`src/rtl/pexalu_pkg.sv`:
```
// Shared types and codes for the pipelined execute stage ALU.
package pexalu_pkg;

    localparam int unsigned WORD_W = 32;
    localparam int unsigned REG_W  = 4;
    localparam int unsigned OP_W   = 4;
    localparam int unsigned FN_W   = 4;
    localparam int unsigned STAT_W = 2;

    localparam logic [OP_W-1:0] OP_HALT  = 4'd0;
    localparam logic [OP_W-1:0] OP_NOP   = 4'd1;
    localparam logic [OP_W-1:0] OP_CMOV  = 4'd2;
    localparam logic [OP_W-1:0] OP_IRMOV = 4'd3;
    localparam logic [OP_W-1:0] OP_RMMOV = 4'd4;
    localparam logic [OP_W-1:0] OP_MRMOV = 4'd5;
    localparam logic [OP_W-1:0] OP_ALU   = 4'd6;
    localparam logic [OP_W-1:0] OP_JUMP  = 4'd7;
    localparam logic [OP_W-1:0] OP_CALL  = 4'd8;
    localparam logic [OP_W-1:0] OP_RET   = 4'd9;
    localparam logic [OP_W-1:0] OP_PUSH  = 4'd10;
    localparam logic [OP_W-1:0] OP_POP   = 4'd11;
    localparam logic [OP_W-1:0] OP_DUMP  = 4'd12;

    localparam logic [FN_W-1:0] FN_ADD = 4'd0;
    localparam logic [FN_W-1:0] FN_SUB = 4'd1;
    localparam logic [FN_W-1:0] FN_AND = 4'd2;
    localparam logic [FN_W-1:0] FN_XOR = 4'd3;

    localparam logic [FN_W-1:0] CND_ALWAYS = 4'd0;
    localparam logic [FN_W-1:0] CND_LE     = 4'd1;
    localparam logic [FN_W-1:0] CND_L      = 4'd2;
    localparam logic [FN_W-1:0] CND_E      = 4'd3;
    localparam logic [FN_W-1:0] CND_NE     = 4'd4;
    localparam logic [FN_W-1:0] CND_GE     = 4'd5;
    localparam logic [FN_W-1:0] CND_G      = 4'd6;

    localparam logic [STAT_W-1:0] ST_OK   = 2'd0;
    localparam logic [STAT_W-1:0] ST_HALT = 2'd1;
    localparam logic [STAT_W-1:0] ST_ADR  = 2'd2;
    localparam logic [STAT_W-1:0] ST_INS  = 2'd3;

    localparam logic [REG_W-1:0]  REG_NONE   = 4'd15;
    localparam logic [WORD_W-1:0] STACK_STEP = 32'd4;

    typedef struct packed {
        logic [STAT_W-1:0] in_status;
        logic [OP_W-1:0]   opcode;
        logic [FN_W-1:0]   func_code;
        logic [WORD_W-1:0] const_value;
        logic [WORD_W-1:0] operand_a;
        logic [WORD_W-1:0] operand_b;
        logic [REG_W-1:0]  dest_e_in;
        logic [REG_W-1:0]  dest_m_in;
        logic [STAT_W-1:0] mem_stage_status;
        logic [STAT_W-1:0] wb_stage_status;
    } in_item_t;

    typedef struct packed {
        logic [STAT_W-1:0] out_status;
        logic [OP_W-1:0]   out_opcode;
        logic              cond_ok;
        logic [WORD_W-1:0] alu_value;
        logic [WORD_W-1:0] pass_a;
        logic [REG_W-1:0]  dest_e_out;
        logic [REG_W-1:0]  dest_m_out;
    } out_item_t;

    typedef struct packed {
        logic zf;
        logic sf;
        logic of;
    } flags_t;

endpackage

```
`src/rtl/pexalu_in_if.sv`:
```
// Valid/ready channel that carries one decoded instruction item.
interface pexalu_in_if import pexalu_pkg::*; ();
    logic     valid;
    logic     ready;
    in_item_t data;

    modport source (output valid, output data, input ready);
    modport sink (input valid, input data, output ready);
endinterface

```
`src/rtl/pexalu_out_if.sv`:
```
// Valid/ready channel that carries one execute result item.
interface pexalu_out_if import pexalu_pkg::*; ();
    logic      valid;
    logic      ready;
    out_item_t data;

    modport source (output valid, output data, input ready);
    modport sink (input valid, input data, output ready);
endinterface

```
`src/rtl/pexalu_core.sv`:
```
// Combinational execute logic: ALU, condition evaluation, flag update and bubbling.
module pexalu_core import pexalu_pkg::*; (
    input  in_item_t  item,
    input  flags_t    flags,
    output out_item_t result,
    output flags_t    flags_next
);

    logic              lt;
    logic              cnd;
    logic [WORD_W-1:0] val;
    logic [WORD_W-1:0] sum_ab;
    logic [WORD_W-1:0] diff_ba;
    logic [STAT_W-1:0] st;
    logic              alu_good;
    logic              ovf;
    logic              fault;

    assign lt      = flags.sf ^ flags.of;
    assign sum_ab  = item.operand_b + item.operand_a;
    assign diff_ba = item.operand_b - item.operand_a;
    assign fault   = (item.mem_stage_status != ST_OK) || (item.wb_stage_status != ST_OK);

    always_comb
    begin
        cnd = 1'b0;
        if (item.opcode == OP_CMOV || item.opcode == OP_JUMP)
        begin
            case (item.func_code)
                CND_ALWAYS: cnd = 1'b1;
                CND_LE:     cnd = lt | flags.zf;
                CND_L:      cnd = lt;
                CND_E:      cnd = flags.zf;
                CND_NE:     cnd = ~flags.zf;
                CND_GE:     cnd = ~lt;
                CND_G:      cnd = ~lt & ~flags.zf;
                default:    cnd = 1'b0;
            endcase
        end
    end

    always_comb
    begin
        val      = '0;
        st       = item.in_status;
        alu_good = 1'b0;
        ovf      = 1'b0;
        if (item.in_status != ST_INS)
        begin
            case (item.opcode)
                OP_CMOV:                   val = item.operand_a;
                OP_IRMOV, OP_JUMP, OP_DUMP: val = item.const_value;
                OP_RMMOV, OP_MRMOV:        val = item.operand_b + item.const_value;
                OP_CALL, OP_PUSH:          val = item.operand_b - STACK_STEP;
                OP_RET, OP_POP:            val = item.operand_b + STACK_STEP;
                OP_ALU:
                begin
                    alu_good = 1'b1;
                    case (item.func_code)
                        FN_ADD:
                        begin
                            val = sum_ab;
                            ovf = (item.operand_a[WORD_W-1] == item.operand_b[WORD_W-1])
                                && (sum_ab[WORD_W-1] != item.operand_a[WORD_W-1]);
                        end
                        FN_SUB:
                        begin
                            val = diff_ba;
                            ovf = (item.operand_a[WORD_W-1] != item.operand_b[WORD_W-1])
                                && (diff_ba[WORD_W-1] == item.operand_a[WORD_W-1]);
                        end
                        FN_AND: val = item.operand_b & item.operand_a;
                        FN_XOR: val = item.operand_b ^ item.operand_a;
                        default:
                        begin
                            alu_good = 1'b0;
                            st       = ST_INS;
                        end
                    endcase
                end
                default: val = '0;
            endcase
        end
    end

    always_comb
    begin
        flags_next = flags;
        if (alu_good)
        begin
            flags_next.zf = (val == '0);
            flags_next.sf = val[WORD_W-1];
            flags_next.of = ovf;
        end
        // A fault further down the pipe squashes this instruction and clears the flags.
        if (fault)
        begin
            flags_next = '0;
        end
    end

    always_comb
    begin
        if (fault)
        begin
            result.out_status = ST_OK;
            result.out_opcode = OP_NOP;
            result.cond_ok    = 1'b0;
            result.alu_value  = '0;
            result.pass_a     = '0;
            result.dest_e_out = REG_NONE;
            result.dest_m_out = REG_NONE;
        end
        else
        begin
            result.out_status = st;
            result.out_opcode = item.opcode;
            result.cond_ok    = cnd;
            result.alu_value  = val;
            result.pass_a     = item.operand_a;
            result.dest_e_out = (item.opcode == OP_CMOV && !cnd) ? REG_NONE : item.dest_e_in;
            result.dest_m_out = item.dest_m_in;
        end
    end

endmodule

```
`src/rtl/pipelined_execute_stage_alu.sv`:
```
// Execute stage: input register, execute logic and result register with condition flags.
// An accepted item is held in the input register, executed, and presented from the result register.
// Throughput: one item per cycle while results are taken; a held result still lets an empty input register refill.
// The flags are written when an item moves into the result register, so the next item
// to execute sees them with no gap.
// Reset clears both valid bits and the three flags; payload registers are not reset.
module pipelined_execute_stage_alu import pexalu_pkg::*; (
    input logic          clk,
    input logic          rst_n,
    pexalu_in_if.sink    req,
    pexalu_out_if.source rsp
);

    in_item_t  in_reg;
    logic      in_valid_reg;
    out_item_t out_reg;
    logic      out_valid_reg;
    flags_t    flags_reg;
    flags_t    flags_next;
    out_item_t result;
    logic      advance;
    logic      take;

    assign advance   = in_valid_reg && (!out_valid_reg || rsp.ready);
    assign req.ready = !in_valid_reg || advance;
    assign take      = req.valid && req.ready;
    assign rsp.valid = out_valid_reg;
    assign rsp.data  = out_reg;

    pexalu_core u_core (
        .item       (in_reg),
        .flags      (flags_reg),
        .result     (result),
        .flags_next (flags_next)
    );

    always_ff @(posedge clk or negedge rst_n)
    begin
        if (!rst_n)
        begin
            in_valid_reg  <= 1'b0;
            out_valid_reg <= 1'b0;
            flags_reg     <= '0;
        end
        else
        begin
            if (take)
            begin
                in_valid_reg <= 1'b1;
            end
            else if (advance)
            begin
                in_valid_reg <= 1'b0;
            end
            if (advance)
            begin
                out_valid_reg <= 1'b1;
                flags_reg     <= flags_next;
            end
            else if (rsp.ready)
            begin
                out_valid_reg <= 1'b0;
            end
        end
    end

    always_ff @(posedge clk)
    begin
        if (take)
        begin
            in_reg <= req.data;
        end
        if (advance)
        begin
            out_reg <= result;
        end
    end

    a_fault_clears_flags: assert property (@(posedge clk) disable iff (!rst_n)
        advance && (in_reg.mem_stage_status != ST_OK || in_reg.wb_stage_status != ST_OK)
        |=> flags_reg == '0)
        else $error("flags not cleared after a downstream fault");

    a_flags_hold: assert property (@(posedge clk) disable iff (!rst_n)
        !advance |=> $stable(flags_reg))
        else $error("flags changed with no item executing");

    a_advance_fills_out: assert property (@(posedge clk) disable iff (!rst_n)
        advance |=> out_valid_reg)
        else $error("executed item did not reach the result register");

    a_empty_out_ready: assert property (@(posedge clk) disable iff (!rst_n)
        !out_valid_reg |-> req.ready)
        else $error("input stalled while the result register is empty");

    a_failed_cmov: assert property (@(posedge clk) disable iff (!rst_n)
        out_valid_reg && rsp.data.out_opcode == OP_CMOV && !rsp.data.cond_ok
        |-> rsp.data.dest_e_out == REG_NONE)
        else $error("failed conditional move kept its destination");

endmodule
```
`src/flat_wrapper.sv`:
```
// flat-port wrapper written by rule: the top's interface ports become plain ports
module pipelined_execute_stage_alu_flat import pexalu_pkg::*;
  (clk, rst_n, req_valid, req_data, req_ready, rsp_valid, rsp_data, rsp_ready);
  pexalu_in_if req_i ();
  pexalu_out_if rsp_i ();
  input logic clk;
  input logic rst_n;
  input wire logic [$bits(req_i.valid)-1:0] req_valid;
  input wire logic [$bits(req_i.data)-1:0] req_data;
  output wire logic [$bits(req_i.ready)-1:0] req_ready;
  output wire logic [$bits(rsp_i.valid)-1:0] rsp_valid;
  output wire logic [$bits(rsp_i.data)-1:0] rsp_data;
  input wire logic [$bits(rsp_i.ready)-1:0] rsp_ready;
  assign req_i.valid = req_valid;
  assign req_i.data = req_data;
  assign req_ready = req_i.ready;
  assign rsp_valid = rsp_i.valid;
  assign rsp_data = rsp_i.data;
  assign rsp_i.ready = rsp_ready;
  pipelined_execute_stage_alu u_core (.clk(clk), .rst_n(rst_n), .req(req_i), .rsp(rsp_i));
endmodule
```
`config.mk`:
```
export PLATFORM = sky130hd
export DESIGN_NAME = pipelined_execute_stage_alu_flat
export DESIGN_NICKNAME = d
export VERILOG_FILES = /design/src/rtl/pexalu_pkg.sv /design/src/rtl/pexalu_in_if.sv /design/src/rtl/pexalu_out_if.sv /design/src/rtl/pexalu_core.sv /design/src/rtl/pipelined_execute_stage_alu.sv /design/src/flat_wrapper.sv
export SDC_FILE = /design/constraint.sdc
export NUM_CORES = 1
export LEC_CHECK = 0
export ABC_AREA = 1
export BUFFER_PORTS_ARGS = -buffer_cell sky130_fd_sc_hd__buf_2
export CAP_MARGIN = 0
export CORE_UTILIZATION = 55
export CTS_CLUSTER_DIAMETER = 100
export DETAILED_ROUTE_END_ITERATION = 8
export PLACE_DENSITY = 0.74
export SYNTH_ARGS = -nofsm -noshare
export SYNTH_HDL_FRONTEND = slang
export SYNTH_HIERARCHICAL = 1
export SYNTH_SLANG_ARGS = --single-unit
```
`constraint.sdc`:
```
create_clock -name clk -period 6.85 [get_ports clk]
set_input_delay 1.37 -clock clk [delete_from_list [all_inputs] [get_ports clk]]
set_output_delay 1.37 -clock clk [all_outputs]
set_load 0.02 [all_outputs]
```
# After elaboration in Yosys (flattened, before gate mapping)
# Cells that the tools add are included.
[word_totals] register_bits=202 in_bits=122 out_inout_bits=81 wordCells=102
[op_classes] add_sub_neg=5 n_eq_ne=22 muxes=20 bitwise_logic=7 n_reduce_logical=26
[ops] cell="$pmux W32 S6" n=1
[ops] cell="$pmux W32 S4" n=1
[ops] cell="$add A32 B32 Y32" n=2
[ops] cell="$add A32 B3 Y32 const B" n=1
[ops] cell="$and A32 B32 Y32" n=1
[ops] cell="$logic_not A32 Y1" n=1
[ops] cell="$mux W32" n=1
[ops] cell="$sub A32 B3 Y32 const B" n=1
[ops] cell="$sub A32 B32 Y32" n=1
[ops] cell="$xor A32 B32 Y32" n=1
[ops] cell="$eq A4 B3 Y1 const B" n=7
[ops] cell="$eq A4 B4 Y1 const B" n=5
[ops] cell="$eq A4 B2 Y1 const B" n=4
[ops] cell="$mux W1" n=10
[ops] cell="$reduce_bool A2 Y1" n=5
[ops] cell="$reduce_or A2 Y1" n=4
[ops] cell="$pmux W1 S7" n=1
[ops] cell="$mux W2" n=3
[ops] cell="$mux W3" n=2
[ops] cell="$logic_and A1 B1 Y1" n=5
[ops] cell="$eq A4 B1 Y1 const B" n=1
[ops] cell="$logic_not A4 Y1" n=1
[ops] cell="$logic_or A1 B1 Y1" n=4
[ops] cell="$reduce_or A4 Y1" n=1
[ops] cell="11 further kinds" n=16

# Longest topological paths before layout
[depth] ltp_word=8 depth_mapped=26 mapped_depth_nobuf=26

# Cells and area by module
# The synthesis kept the hierarchy.
[by_module_without_submodules] module="pexalu_core" instances=1 cells_per_inst=2359 area_each_um2=11459.7 seq_area_each_um2=0.0
[by_module_without_submodules] module="pipelined_execute_stage_alu" instances=1 cells_per_inst=220 area_each_um2=6115.9 seq_area_each_um2=6040.8

# Least setup slack after synthesis
# OpenSTA, ideal clock, no wires.
[synth_path] path_type="input to register" start="input port rsp_ready" end="register u_core/in_reg[0] in the netlist's numbering, enable pin" setup_time_ns=0.471 arrival_ns=4.027 t_required_ns=6.379 slack_ns=2.352 stages=4 path_buffers=0 path_cell_list="inv_1 nand3_1 nand2_1 inv_1"
[synth_via] elab_chain_cells=4
[synth_lines] element="start: declaration" line="flat_wrapper.sv:13" text="input wire logic [$bits(rsp_i.ready)-1:0] rsp_ready;"
[synth_lines] element="$logic_or A1 B1 Y1" line="pipelined_execute_stage_alu.sv:24" text="assign advance = in_valid_reg && (!out_valid_reg || rsp.ready);"
[synth_lines] element="$logic_and A1 B1 Y1" line="pipelined_execute_stage_alu.sv:24"
[synth_lines] element="$logic_or A1 B1 Y1" line="pipelined_execute_stage_alu.sv:25" text="assign req.ready = !in_valid_reg || advance;"
[synth_lines] element="named net req_ready" line="flat_wrapper.sv:10" text="output wire logic [$bits(req_i.ready)-1:0] req_ready;"
[synth_lines] element="$logic_and A1 B1 Y1" line="pipelined_execute_stage_alu.sv:26" text="assign take = req.valid && req.ready;"
[synth_lines] element="named net u_core.take" line="pipelined_execute_stage_alu.sv:22" text="logic take;"
[synth_lines] element="end signal: assignment" line="pipelined_execute_stage_alu.sv:71" text="in_reg <= req.data;"
[synth_lines] element="end: declaration" line="pipelined_execute_stage_alu.sv:14" text="in_item_t in_reg;"
# The timed path passes the listed nets, and every way through them passes these cells.
# A chain may end at the register's enable or synchronous reset.

==> impl_results.md <==
* Run status: complete, no violations
* Yosys warnings at 6
* Vias in the first global route at about 18000
* Worst-margin pin slew at 1100 ps
* Initial antenna violation count at 0
* Max reg flops at approximately 120
* Routed len/inst at ~21 um
* Max Root-Sink Buffers at 3
* Worst Skew at around 18 ps
* Post-CTS setup buffer count at 0
* Main synth FF type: edfxtp_1
* Post-synth EDFFs at 197
* Area share of the largest cell type after synthesis at 0.337
* Power Density at 214 nW/um^2
* Max incr delay on CP at between 800 and 900 ps
* Cell breakdown of the critical path: inv_2 -> nor2_4 -> nand3_1 -> nand2_1 -> inv_1 -> ha_1 -> nand2_1 -> o21ai_0 -> nor3b_1 -> nand2_1 -> nand2_1 -> nand3_1 -> nor2_1 -> nand3_1 -> nor2_1 -> nand4_1 -> nor2_1 -> nand2_1 -> a21oi_2 -> nand3_1 -> nand2_1
* CP Max Fanout at 36
* H-tree depth at 1
* Post-synth ARST share at 0.0248
* Drc violations at 0
* CTS tree: done
* Fmax achieved at around 240 MHz
* Reg area at 6040 um^2
* Final nets at around 3000
* Main area contributors after synthesis: edfxtp_1 34%, nand2_1 15%, nand3_1 9.3%
* Psw at roughly 0.0016 W
* Clk pwr share at 0.284
* GRT overflow at 0
* Die area at between 30000 and 40000 um^2
* Chip height at about 180 um
* Core footprint at 31500 um^2
* Crit-path leading delay family: simple AND/OR/NAND/NOR gates
* Most used cell along the critical path: nand2_1
* Worst setup path startpoint: u_core/in_reg[115]$_DFFE_PP_
* DP HPWL at between 50 and 60 mm
* Period minus WS final at roughly 4200 ps
* Antenna fix cells at 0
* Sw frac at 0.384
* Total number of vias at roughly 19000
* Slew HR at 0.265
* CP Class: register to register
* Cells after DPL at approximately 3100
* Crit path launch type: register
* Gpl congestion at 0.997
* Synth-to-layout area growth at 11.2%
* Final Non-Filler Cells at approximately 3200
* TritonCTS buffer count at 22
* Hold Path Origin: u_core/in_reg[7]$_DFFE_PP_
* Pleak at 9.23 nW
* GRT Util Overall at 0.399
* Post-CTS resize count at 0
* Post-route ant nets at 0
* Slowest cell on the critical path: nor2_4
* Register area share after synthesis at 0.344
* Post-CTS Hold Fix Bufs at 0
* Setup violations, final at 0
* Peak VDD IR at roughly 0.26 mV
* Clock sink total at about 200
* Site row count at 65
* Layout cell share with drive strength beyond 1 at 0.120
* Iter 0 DRT Violations at 2403
* Slew Limit Fails at 0
* Filler cell count at a little under 3000
* Largest net degree at the start of global routing at 80
* Max_cap viols at 0
* Logic gate share of total power at 0.333
* WHS at just over 500 ps
* Avg Cell Area, Syn at 6.81 um^2
* CTS root buffer: clkbuf_16
* Multi-input gate area at slightly below 10000 um^2
* I/O pins at 203
* Buffers on Ports at just over 200
* Post-synthesis cell type count at 49
* Starting density of the core at 0.558
* Hold Vio Cnt, Final at 0
* Vias per cell at between 6 and 7
* Yosys reg bits at just over 200
* Crit end category: register
* Later-pin clock latency in the skew report at between 500 and 600 ps
* Post-synthesis net count at approximately 2800
* Cell Area, Synth at around 18000 um^2
* DRT Pass-1 Iters at 7
* Critical Path AT at 4690 ps
* Dominant cell type by area after synthesis: edfxtp_1
* Final worst path period share at 0.616
* Final wirelength at between 60 and 70 mm
* Cells after synthesis at between 2000 and 3000
* Buf/Inv on CP at 2
* First-pass GRT wire length at about 99 mm
* Flop pwr share at 0.382
* Worst hold-check path type: register to register
* Unrepaired setup endpoints after global routing: false
* Pwr Total at 0.00418 W
* CTS clk-pin slew, worst paths at ~70 ps
* Die W at 181 um
* WP data required at 7330 ps
* TNS Setup at 0 ps
* Reg2reg start: u_core/in_reg[115]$_DFFE_PP_
* Internal power at about 0.0026 W
-- power groups by stage --
stage / registers, W / logic (W) / clock network, W
6_report: 0.00160 / 0.00139 / 0.00119
5_1_grt: 0.00161 / 0.00152 / 0.00123
4_1_cts: 0.00159 / 0.00135 / 0.00119
3_5_place_dp: 0.00162 / 0.00134 / 0
3_3_place_gp: 0.00161 / 0.00132 / 0
2_1_floorplan: 0.00164 / 0.000879 / 0
-- final timing paths --
| check | end | slack [ps] | depth (start not counted) |
|---|---|---|---|
| max | u_core/flags_reg[2]$_DFFE_PN0P_ | 2630 | 21 |
| min reg2reg | u_core/rsp.data[3]$_DFFE_PP_ | 510 | 1 |
| min | u_core/rsp.data[3]$_DFFE_PP_ | 510 | 1 |
| max in group asynchronous | u_core/flags_reg[1]$_DFFE_PN0P_ | 5970 | 1 |
| max reg2reg | u_core/flags_reg[2]$_DFFE_PN0P_ | 2630 | 21 |
| min in group asynchronous | u_core/flags_reg[0]$_DFFE_PN0P_ | 680 | 1 |
-- stage by stage --
step	utilization	area, um^2	setup slack, ps
after floorplan	-	17600	2350
after global placement	0.599	18800	2950
after detailed placement	0.599	18800	2820
after CTS	0.621	19500	2780
after global routing	0.621	19500	2380
final	0.621	19500	2630
-- cell usage after synthesis, drive strengths merged, types with 4 or more instances --
cell type / n
o22ai: 19
nand2: 756
clkbuf: 45
o21bai: 15
nor2: 312
o21ai: 92
ha: 99
nor3: 21
buf: 29
a41oi: 22
nand4: 37
edfxtp: 197
nand3: 328
inv: 372
or2: 12
a22oi: 21
a31oi: 7
dfrtp: 5
a21oi: 126
a21boi: 4
nand3b: 35
-- cells by family (layout without fill, tap and decap cells) --
group	after synthesis	after routing	synth area share
simple gates	1507	1507	0.375
buf+inv	446	622	0.0995
compound gates	316	316	0.104
flops	202	202	0.344
fa+ha+maj	102	102	0.0739
xor+xnor	6	6	0.00342
-- area by class of cell --
type                       instances  share of cell area
timing repair buffer             213              0.0560
tap                              402              0.0257
multi-input combinational       1931               0.502
clock inverter                    12             0.00583
inverter                         372              0.0717
clock buffer                      25              0.0298
sequential                       202               0.309
-- cells in the final DEF (no fill, tap or decap), types with 11 or more instances in the layout --
cell / Yosys / layout
nand2_1: 713 / 713
inv_1: 365 / 363
nand3_1: 326 / 326
nor2_1: 295 / 293
buf_2: 19 / 202
edfxtp_1: 197 / 197
a21oi_1: 124 / 124
ha_1: 99 / 99
o21ai_0: 87 / 87
nand4_1: 37 / 37
nand2_2: 36 / 36
nand3b_1: 35 / 35
clkbuf_16: 0 / 23
a41oi_1: 22 / 22
nor3_1: 21 / 21
a22oi_1: 21 / 21
o22ai_1: 19 / 19
o21bai_1: 15 / 15
nor2_2: 11 / 12
buf_4: 3 / 11
or2_2: 11 / 11
-- layer usage --
| layer | global-route usage | wire [um] | share of wire |
|---|---|---|---|
| met2 | 0.637 | 29500 | 0.45 |
| met1 | 0.525 | 25700 | 0.39 |
| met5 | 0 | 0 | 0 |
| met3 | 0.0697 | 7440 | 0.11 |
| met4 | 0.190 | 3600 | 0.054 |
Note: power is estimated with default switching activity, not from simulation.
